--- config.mk ---
export PLATFORM = sky130hd
export DESIGN_NAME = masked_word_pattern_scanner_flat
export DESIGN_NICKNAME = d
export VERILOG_FILES = /design/src/rtl/mwps_pkg.sv /design/src/rtl/mwps_if.sv /design/src/rtl/mwps_cell.sv /design/src/rtl/mwps_match.sv /design/src/rtl/masked_word_pattern_scanner.sv /design/src/flat_wrapper.sv
export SDC_FILE = /design/constraint.sdc
export NUM_CORES = 2
export LEC_CHECK = 0
export ABC_AREA = 1
export BUFFER_PORTS_ARGS = -buffer_cell sky130_fd_sc_hd__buf_2
export CORE_AREA = 3 3 555 557
export CTS_BUF_LIST = sky130_fd_sc_hd__clkbuf_8
export DETAILED_ROUTE_END_ITERATION = 10
export DIE_AREA = 0 0 558 560
export GPL_TIMING_DRIVEN = 0
export HOLD_SLACK_MARGIN = 0.1
export PLACE_DENSITY = 0.36
export SYNTH_ARGS = -nofsm -noshare
export SYNTH_HDL_FRONTEND = slang
export SYNTH_HIERARCHICAL = 1
export SYNTH_SLANG_ARGS = --single-unit
--- constraint.sdc ---
create_clock -name clk -period 16.5 [get_ports clk]
set_input_delay 1.65 -clock clk [delete_from_list [all_inputs] [get_ports clk]]
set_output_delay 1.65 -clock clk [all_outputs]
set_load 0.05 [all_outputs]
--- src/rtl/mwps_pkg.sv ---
// Shared types and constants of the masked word pattern scanner.
// Depends on nothing; every other file of the block uses it.
package mwps_pkg;

	// field widths
	localparam int WORD_W   = 32;
	localparam int INDEX_W  = 4;
	localparam int LEN_W    = 5;
	localparam int CFG_IDX_W = 1;

	// default depth of the pattern and the window
	localparam int MAX_WORDS_DEF = 16;

	// byte address step of one word, as a shift
	localparam int WORD_BYTES_SHIFT = 2;

	// item operations
	localparam logic OP_LOAD = 1'b0;
	localparam logic OP_SCAN = 1'b1;

	// configuration register indexes
	localparam logic [CFG_IDX_W-1:0] REG_PATTERN_WORDS = 1'd0;
	localparam logic [CFG_IDX_W-1:0] REG_REGION_START  = 1'd1;

	// control of one window cell
	typedef struct packed {
		logic shift;   // take the neighbor's word
		logic clear;   // drop the word back to zero
	} cell_ctl_t;

	// control of the compare unit for one rotation step
	typedef struct packed {
		logic start;   // open a new window test
		logic valid;   // head word belongs to the pattern span
		logic first;   // head word is the first pattern word
	} step_t;

endpackage

--- src/rtl/mwps_if.sv ---
// Valid/ready channels of the scanner: item input and result output.
// Depends on mwps_pkg for the field widths.
interface mwps_item_if;
	logic                          valid;
	logic                          ready;
	logic                          operation;
	logic [mwps_pkg::INDEX_W-1:0]  entry_index;
	logic [mwps_pkg::WORD_W-1:0]   pattern_word;
	logic [mwps_pkg::WORD_W-1:0]   mask_word;
	logic [mwps_pkg::WORD_W-1:0]   data_word;
	logic                          last;

	modport source (output valid, operation, entry_index, pattern_word, mask_word,
		data_word, last, input ready);
	modport sink (input valid, operation, entry_index, pattern_word, mask_word,
		data_word, last, output ready);
endinterface

interface mwps_result_if;
	logic                          valid;
	logic                          ready;
	logic                          found;
	logic [mwps_pkg::WORD_W-1:0]   match_address;

	modport source (output valid, found, match_address, input ready);
	modport sink (input valid, found, match_address, output ready);
endinterface

--- src/rtl/mwps_cell.sv ---
// One cell of the window chain: holds one scanned word.
// Depends on mwps_pkg for the cell control struct.
module mwps_cell (
	input  logic                        clk,
	input  logic                        arst_n,
	input  mwps_pkg::cell_ctl_t         ctl,
	input  logic [mwps_pkg::WORD_W-1:0] nbr_word,
	output logic [mwps_pkg::WORD_W-1:0] word
);
	import mwps_pkg::*;

	logic [WORD_W-1:0] word_q;

	// clear wins over a shift
	always_ff @(posedge clk or negedge arst_n) begin
		if (!arst_n) begin
			word_q <= '0;
		end else if (ctl.clear) begin
			word_q <= '0;
		end else if (ctl.shift) begin
			word_q <= nbr_word;
		end
	end

	assign word = word_q;
endmodule

--- src/rtl/mwps_match.sv ---
// Pattern and mask store with the word comparator fed from the chain head.
// Depends on mwps_pkg for widths and the step struct.
module mwps_match #(
	parameter int MAX_WORDS = mwps_pkg::MAX_WORDS_DEF,
	localparam int IW = (MAX_WORDS > 1) ? $clog2(MAX_WORDS) : 1
) (
	input  logic                        clk,
	input  logic                        arst_n,
	input  logic                        wr_en,
	input  logic [IW-1:0]               wr_addr,
	input  logic [mwps_pkg::WORD_W-1:0] wr_pattern,
	input  logic [mwps_pkg::WORD_W-1:0] wr_mask,
	input  mwps_pkg::step_t             step,
	input  logic [IW-1:0]               rd_addr,
	input  logic [mwps_pkg::WORD_W-1:0] head_word,
	output logic                        match_ok
);
	import mwps_pkg::*;

	logic [WORD_W-1:0] pattern_mem [MAX_WORDS];
	logic [WORD_W-1:0] mask_mem [MAX_WORDS];
	logic [WORD_W-1:0] pattern_s1;
	logic [WORD_W-1:0] mask_s1;
	logic [WORD_W-1:0] head_s1;
	logic              valid_s1;
	logic              first_s1;
	logic              ok_q;
	logic              word_bad;

	// write on load beats, registered read on every cycle
	always_ff @(posedge clk) begin
		if (wr_en) begin
			pattern_mem[wr_addr] <= wr_pattern;
			mask_mem[wr_addr]    <= wr_mask;
		end
		pattern_s1 <= pattern_mem[rd_addr];
		mask_s1    <= mask_mem[rd_addr];
		head_s1    <= head_word;
	end

	// stage flags travel with the read data
	always_ff @(posedge clk or negedge arst_n) begin
		if (!arst_n) begin
			valid_s1 <= 1'b0;
			first_s1 <= 1'b0;
		end else begin
			valid_s1 <= step.valid;
			first_s1 <= step.first;
		end
	end

	// masked compare; the first word must match exactly
	assign word_bad = ((head_s1 & mask_s1) != (pattern_s1 & mask_s1))
		|| (first_s1 && (head_s1 != pattern_s1));

	// accumulate the verdict over the pattern span
	always_ff @(posedge clk or negedge arst_n) begin
		if (!arst_n) begin
			ok_q <= 1'b0;
		end else if (step.start) begin
			ok_q <= 1'b1;
		end else if (valid_s1 && word_bad) begin
			ok_q <= 1'b0;
		end
	end

	assign match_ok = ok_q;
endmodule

--- src/rtl/masked_word_pattern_scanner.sv ---
// Top level of the masked word pattern scanner: control, window chain, compare unit.
// Depends on mwps_pkg, mwps_if, mwps_cell and mwps_match.
//
//   port      dir   role
//   items     sink  load and scan beats (valid/ready)
//   results   src   found flag and match address (valid/ready)
//   cfg_*     in    register writes: pattern_words, region_start
//
// Load beats, and scan beats that cannot complete a window, are taken in idle;
// one that closes a region with no hit then waits in ST_PUT for its result. A
// beat that completes a window shifts in, rotates the chain once through the
// comparator, drains and decides, then puts a result on a hit or region end.
// A held result stalls the next result and the input behind it. Reset clears
// the window, counters and output registers; the pattern store is left unset.
module masked_word_pattern_scanner #(
	parameter int MAX_WORDS = mwps_pkg::MAX_WORDS_DEF
) (
	input  logic                           clk,
	input  logic                           arst_n,
	mwps_item_if.sink                      items,
	mwps_result_if.source                  results,
	input  logic                           cfg_we,
	input  logic [mwps_pkg::CFG_IDX_W-1:0] cfg_index,
	input  logic [mwps_pkg::WORD_W-1:0]    cfg_data
);
	import mwps_pkg::*;

	localparam int IW = (MAX_WORDS > 1) ? $clog2(MAX_WORDS) : 1;
	localparam int LW = $clog2(MAX_WORDS + 1);

	typedef enum logic [2:0] {
		ST_IDLE,
		ST_ROT,
		ST_DRAIN,
		ST_DONE,
		ST_PUT
	} state_t;

	state_t            state_q;
	logic [LEN_W-1:0]  pattern_words_q;
	logic [WORD_W-1:0] region_start_q;
	logic [WORD_W-1:0] words_seen_q;
	logic              reported_q;
	logic              last_q;
	logic [IW-1:0]     step_q;
	logic              res_found_q;
	logic [WORD_W-1:0] res_addr_q;
	logic              out_valid_q;
	logic              out_found_q;
	logic [WORD_W-1:0] out_addr_q;

	logic [LW-1:0]     len;
	logic [IW-1:0]     base;
	logic              accept;
	logic              scan_acc;
	logic              load_acc;
	logic              shift_in;
	logic              rotate;
	logic              eval_now;
	logic              chain_clear;
	logic [WORD_W-1:0] words_inc;
	logic [WORD_W-1:0] start_idx;
	logic [WORD_W-1:0] found_addr;
	logic [WORD_W-1:0] win [MAX_WORDS];
	logic [WORD_W-1:0] tail_feed;
	cell_ctl_t         cell_ctl;
	step_t             step;
	logic              match_ok;
	logic              slot_free;

	// register writes
	always_ff @(posedge clk or negedge arst_n) begin
		if (!arst_n) begin
			pattern_words_q <= LEN_W'(1);
			region_start_q  <= '0;
		end else if (cfg_we) begin
			unique case (cfg_index)
				REG_PATTERN_WORDS: pattern_words_q <= cfg_data[LEN_W-1:0];
				REG_REGION_START:  region_start_q  <= cfg_data;
				default: ;
			endcase
		end
	end

	// clamp the pattern length into 1..MAX_WORDS
	always_comb begin
		if (pattern_words_q == '0) begin
			len = LW'(1);
		end else if (32'(pattern_words_q) > 32'(MAX_WORDS)) begin
			len = LW'(MAX_WORDS);
		end else begin
			len = LW'(pattern_words_q);
		end
	end
	assign base = IW'(32'(MAX_WORDS) - 32'(len));

	// input handshake and scan decisions
	assign items.ready = (state_q == ST_IDLE);
	assign accept      = items.valid && items.ready;
	assign scan_acc    = accept && (items.operation == OP_SCAN);
	assign load_acc    = accept && (items.operation == OP_LOAD);
	assign shift_in    = scan_acc && !reported_q;
	assign words_inc   = (words_seen_q == '1) ? words_seen_q : words_seen_q + 32'd1;
	assign eval_now    = shift_in && (words_inc >= 32'(len));
	assign rotate      = (state_q == ST_ROT);
	assign chain_clear = (scan_acc && items.last && !eval_now)
		|| ((state_q == ST_DONE) && last_q);

	// window chain: shift in a new word, or rotate the head back to the tail
	assign tail_feed      = shift_in ? items.data_word : win[0];
	assign cell_ctl.shift = shift_in || rotate;
	assign cell_ctl.clear = chain_clear;

	for (genvar k = 0; k < MAX_WORDS; k++) begin : g_cell
		logic [WORD_W-1:0] nbr;
		if (k == MAX_WORDS - 1) begin : g_tail
			assign nbr = tail_feed;
		end else begin : g_body
			assign nbr = win[k + 1];
		end
		mwps_cell u_cell (
			.clk      (clk),
			.arst_n   (arst_n),
			.ctl      (cell_ctl),
			.nbr_word (nbr),
			.word     (win[k])
		);
	end

	// compare the head word against pattern entry step - base
	assign step.start = eval_now;
	assign step.valid = rotate && (step_q >= base);
	assign step.first = rotate && (step_q == base);

	mwps_match #(
		.MAX_WORDS (MAX_WORDS)
	) u_match (
		.clk        (clk),
		.arst_n     (arst_n),
		.wr_en      (load_acc && (32'(items.entry_index) < 32'(MAX_WORDS))),
		.wr_addr    (IW'(items.entry_index)),
		.wr_pattern (items.pattern_word),
		.wr_mask    (items.mask_word),
		.step       (step),
		.rd_addr    (step_q - base),
		.head_word  (win[0]),
		.match_ok   (match_ok)
	);

	// match address from the start index of the window
	assign start_idx  = words_seen_q - 32'(len);
	assign found_addr = region_start_q
		+ {start_idx[WORD_W-WORD_BYTES_SHIFT-1:0], {WORD_BYTES_SHIFT{1'b0}}};

	assign slot_free = !out_valid_q || results.ready;

	// sequencer, counters and output register
	always_ff @(posedge clk or negedge arst_n) begin
		if (!arst_n) begin
			state_q      <= ST_IDLE;
			words_seen_q <= '0;
			reported_q   <= 1'b0;
			last_q       <= 1'b0;
			step_q       <= '0;
			res_found_q  <= 1'b0;
			res_addr_q   <= '0;
			out_valid_q  <= 1'b0;
			out_found_q  <= 1'b0;
			out_addr_q   <= '0;
		end else begin
			// drop a taken beat unless a new result loads in its place
			if (results.valid && results.ready && !((state_q == ST_PUT) && slot_free)) begin
				out_valid_q <= 1'b0;
			end
			unique case (state_q)
				ST_IDLE: begin
					if (scan_acc) begin
						last_q <= items.last;
						if (eval_now) begin
							step_q  <= '0;
							state_q <= ST_ROT;
						end else if (!reported_q && items.last) begin
							res_found_q <= 1'b0;
							res_addr_q  <= '0;
							state_q     <= ST_PUT;
						end
						// close the region unless the window test still has to run
						if (items.last && !eval_now) begin
							words_seen_q <= '0;
							reported_q   <= 1'b0;
						end else if (!reported_q) begin
							words_seen_q <= words_inc;
						end
					end
				end
				ST_ROT: begin
					step_q <= step_q + IW'(1);
					if (step_q == IW'(MAX_WORDS - 1)) begin
						state_q <= ST_DRAIN;
					end
				end
				ST_DRAIN: begin
					state_q <= ST_DONE;
				end
				ST_DONE: begin
					if (match_ok) begin
						res_found_q <= 1'b1;
						res_addr_q  <= found_addr;
						state_q     <= ST_PUT;
					end else if (last_q) begin
						res_found_q <= 1'b0;
						res_addr_q  <= '0;
						state_q     <= ST_PUT;
					end else begin
						state_q <= ST_IDLE;
					end
					// close the region, or hold off further scans after a hit
					if (last_q) begin
						words_seen_q <= '0;
						reported_q   <= 1'b0;
					end else if (match_ok) begin
						reported_q <= 1'b1;
					end
				end
				ST_PUT: begin
					if (slot_free) begin
						out_valid_q <= 1'b1;
						out_found_q <= res_found_q;
						out_addr_q  <= res_addr_q;
						state_q     <= ST_IDLE;
					end
				end
				default: state_q <= ST_IDLE;
			endcase
		end
	end

	assign results.valid         = out_valid_q;
	assign results.found         = out_found_q;
	assign results.match_address = out_addr_q;
endmodule
--- src/flat_wrapper.sv ---
// flat-port wrapper written by rule: the top's interface ports become plain ports
module masked_word_pattern_scanner_flat import mwps_pkg::*;
#(
	parameter int MAX_WORDS = mwps_pkg::MAX_WORDS_DEF
)
  (clk, arst_n, cfg_we, cfg_index, cfg_data, items_valid, items_operation, items_entry_index, items_pattern_word, items_mask_word, items_data_word, items_last, items_ready, results_valid, results_found, results_match_address, results_ready);
  mwps_item_if items_i ();
  mwps_result_if results_i ();
  input  logic clk;
  input  logic arst_n;
  input  logic cfg_we;
  input  logic [mwps_pkg::CFG_IDX_W-1:0] cfg_index;
  input  logic [mwps_pkg::WORD_W-1:0] cfg_data;
  input wire logic [$bits(items_i.valid)-1:0] items_valid;
  input wire logic [$bits(items_i.operation)-1:0] items_operation;
  input wire logic [$bits(items_i.entry_index)-1:0] items_entry_index;
  input wire logic [$bits(items_i.pattern_word)-1:0] items_pattern_word;
  input wire logic [$bits(items_i.mask_word)-1:0] items_mask_word;
  input wire logic [$bits(items_i.data_word)-1:0] items_data_word;
  input wire logic [$bits(items_i.last)-1:0] items_last;
  output wire logic [$bits(items_i.ready)-1:0] items_ready;
  output wire logic [$bits(results_i.valid)-1:0] results_valid;
  output wire logic [$bits(results_i.found)-1:0] results_found;
  output wire logic [$bits(results_i.match_address)-1:0] results_match_address;
  input wire logic [$bits(results_i.ready)-1:0] results_ready;
  assign items_i.valid = items_valid;
  assign items_i.operation = items_operation;
  assign items_i.entry_index = items_entry_index;
  assign items_i.pattern_word = items_pattern_word;
  assign items_i.mask_word = items_mask_word;
  assign items_i.data_word = items_data_word;
  assign items_i.last = items_last;
  assign items_ready = items_i.ready;
  assign results_valid = results_i.valid;
  assign results_found = results_i.found;
  assign results_match_address = results_i.match_address;
  assign results_i.ready = results_ready;
  masked_word_pattern_scanner #(.MAX_WORDS(MAX_WORDS)) u_core (.clk(clk), .arst_n(arst_n), .items(items_i), .results(results_i), .cfg_we(cfg_we), .cfg_index(cfg_index), .cfg_data(cfg_data));
endmodule
==> results.py <==
metrics = {
    "status": {
        "status": "complete, no violations",
    },
    "worst_setup_path": {
        "crit_slowest_cell": "clkbuf_1",
        "worstSetupPathType": "reg2reg",
        "cp.buffers_inverters": 5,
        "cpPeakStageDelay_ps": 910,
        "required_ps": 17270,
        "cp_top_family": "buffers and inverters",
        "worst-path-max-fanout": 10,
        "cp-end-kind": "flip-flop",
        "critPathLaunchType": "flip-flop",
        "crit_chain": "nor3_1, nand2_1, a21oi_1, inv_1, ha_1, inv_1, fa_1, xor2_1, buf_2, buf_2, clkbuf_1, o211ai_1, nand2_1",
        "arrival_ps": 6500,
    },
    "synthesis": {
        "synth_common_cells": "1667 x nand2_1, 1024 x edfxtp_1, 669 x nand3_1, 659 x dfrtp_1, 347 x inv_1",
        "async_flop_share": 0.371,
        "ys.warnings.count": 6,
        "synth.area.top_cells": "edfxtp_1 41%, dfrtp_1 22%, nand2_1 8.3%",
        "synthCells": 6680,
        "synthDistinctLibCells": 51,
        "synth_seq_cells": 1780,
        "syn_area_mm2": 0.0757,
        "synth_edf_count": 1024,
        "yosysTopAreaCellShare": 0.406,
        "synth_top_area_cell": "edfxtp_1",
        "ys_seq_area_frac": 0.650,
        "synth_nets": 6870,
        "yosysMostFrequentCell": "nand2_1",
        "synth.avg_cell_area_um2": 11.3,
        "synth_flop_cell": "edfxtp_1",
    },
    "finish": {
        "nets": 7445,
        "drive_gt1_frac": 0.169,
        "syn_to_final_growth_pct": 18.1,
        "layout.cells.non_filler": 11500,
        "final_area_mm2": 0.0894,
        "fillers": 31300,
    },
    "timing": {
        "fmax_mhz": 175,
        "skew_ps": 57.6,
        "rsz0062_at_grt": "false",
        "slew_headroom": 0.107,
        "fin_crit_ps": 5720,
        "min_period_over_period": 0.347,
        "hold_ws_ps": 421,
        "maxSlewViolCount": 0,
        "setup_violations": 0,
        "finalHoldViolCount": 0,
        "tightest_slew_ps": 1340,
    },
    "floorplanning": {
        "rows": 202,
        "start_util": 0.250,
        "die-area_mm2": 0.312,
        "io_pins": 175,
        "core_mm2": 0.303,
        "die_w_um": 558,
        "die_h_um": 560,
    },
    "clock_network": {
        "insertion_delay_ps": 950,
        "cts_sinks": 1780,
        "path_clk_slew_ps": 60,
        "root_buffer": "clkbuf_8",
        "hold_buffers": 0,
        "cts-htree-levels": 5,
        "postCtsSetupBuffers": 0,
        "clockBufferDepth": 4,
        "cts_tree": "done",
        "cts_resized": 0,
        "cts_made_buffers": 337,
    },
    "detailed_routing": {
        "vias": 50800,
        "wl_per_cell_um": 22.6,
        "vias_per_cell": 4.42,
        "wirelength_um": 259000,
        "initialDrtViolationCount": 3462,
        "dr.pass1.iters": 5,
        "ant_nets": 0,
        "drc": 0,
    },
    "placed_design": {
        "gp_congestion": 0.833,
        "io_buffers": 174,
        "hpwl_um": 183000,
        "placed_area_mm2": 0.0830,
        "dp.cells": 10900,
    },
    "global_route": {
        "use_met1": 0.216,
        "use_met2": 0.270,
        "antenna_found_initial": 45,
        "grt_usage": 0.163,
        "grt.overflow.total": 0,
        "gr-usage-met3": 0.0293,
        "grt-busiest-layer": "met2",
        "grt_max_degree": 119,
        "grt_pass1_vias": 52100,
        "grt_pass1_wl_um": 374000,
    },
    "flow_run": {
        "drv_cap": 0,
    },
    "pwr": {
        "p_leak_uw": 0.0381,
        "power_density_mw_per_mm2": 206,
        "peakVddDrop_mv": 0.135,
    },
    "worst_hold_path": {
        "hp-class": "reg2reg",
    },
}
[final timing paths]
path	start	end	slack (ps)	cells past startpoint
worst max-delay path	u_core/pattern_words_q[1]	u_core/u_match/pattern_s1[7]	10780	13
worst min-delay path	u_core/g_cell[0].u_cell/word[21]	u_core/u_match/head_s1[21]	420	0
worst max register to register	u_core/pattern_words_q[1]	u_core/u_match/pattern_s1[7]	10780	13
worst min register to register	u_core/g_cell[0].u_cell/word[21]	u_core/u_match/head_s1[21]	420	0
max in group asynchronous	arst_n	u_core/g_cell[14].u_cell/word[27]	13900	4
min in group asynchronous	arst_n	u_core/region_start_q[18]	580	1
[layout make-up]
type	instances	area (um2)	area share
Antenna cell	13	32.5	0.000364
Multi-Input combinational cell	4053	21900	0.245
Clock buffer	393	5410	0.0605
Tap cell	3978	4980	0.0557
Clock inverter	205	978	0.0109
Timing Repair Buffer	236	2170	0.0243
Inverter	463	1830	0.0205
Buffer	384	2880	0.0322
Sequential cell	1780	49200	0.550
[cells in the final DEF, fill, tap and decap left out, types with 43 or more instances in the layout]
cell	count
ha_1	47
nand3_2	80
o211ai_1	258
nor2_1	139
a21oi_1	289
clkbuf_8	409
nand2_1	1667
clkbuf_1	88
buf_12	52
dfxtp_1	96
dfrtp_1	659
nand3_1	669
buf_6	130
o21ai_0	186
nand4_1	43
clkinv_2	105
mux2i_1	256
edfxtp_1	1024
inv_1	463
o21ai_1	180
mux2_2	60
clkinv_1	60
buf_2	257
[where the power goes]
| group | total, uW | internal, uW | leakage, uW | switching [uW] |
|---|---|---|---|---|
| Combinational | 8650 | 2450 | 0.0153 | 6200 |
| Clock | 4150 | 2220 | 0.00373 | 1930 |
| Sequential | 5580 | 5230 | 0.0191 | 352 |
[routing by layer]
layer  vias up  share of wire
met3       445          0.046
met1     25000           0.45
met4        34          0.029
met5         -        0.00087
met2      1050           0.48
li1      24300              -
[flip-flops by register name, indices dropped and copies added (netlist names), 32 cells and up]
name                          count
u_core/g_cell.u_cell/word       512
u_core/region_start_q            32
u_core/res_addr_q                32
u_core/results.match_address     32
u_core/u_match/head_s1           32
u_core/u_match/mask_mem         512
u_core/u_match/mask_s1           32
u_core/u_match/pattern_mem      512
u_core/u_match/pattern_s1        32
u_core/words_seen_q              32
[stage by stage]
stage / total power [uW] / setup TNS, ps / util / setup slack [ps]
floorplan: 10600 / 0 / - / 8230
global placement: 14500 / -588020 / 0.269 / -1140
detailed placement: 14500 / 0 / 0.274 / 10870
CTS: 18800 / 0 / 0.295 / 10800
global route: 19500 / 0 / 0.295 / 10670
finish: 18400 / 0 / 0.295 / 10780
[worst reg2reg max path, delay by kind of cell, from the launching register on]
family / cells / cell delay (ps)
buffers and inverters: 5 / 2380
AOI/OAI and AO/OA: 2 / 790
adders and majority gates: 2 / 730
and+or+nand+nor: 3 / 700
xor gates and xnor gates: 1 / 560
DFF: 1 / 400
[cells by family after synthesis]
group / share of synthesized area
AO/OA/AOI/OAI: 0.0718
XOR/XNOR: 0.00683
adder cells (fa/ha/maj): 0.00856
buffers and inverters: 0.0622
flip-flops: 0.650
multiplexers: 0.0428
AND/OR/NAND/NOR: 0.158
Power figures use the tool's default switching activity.
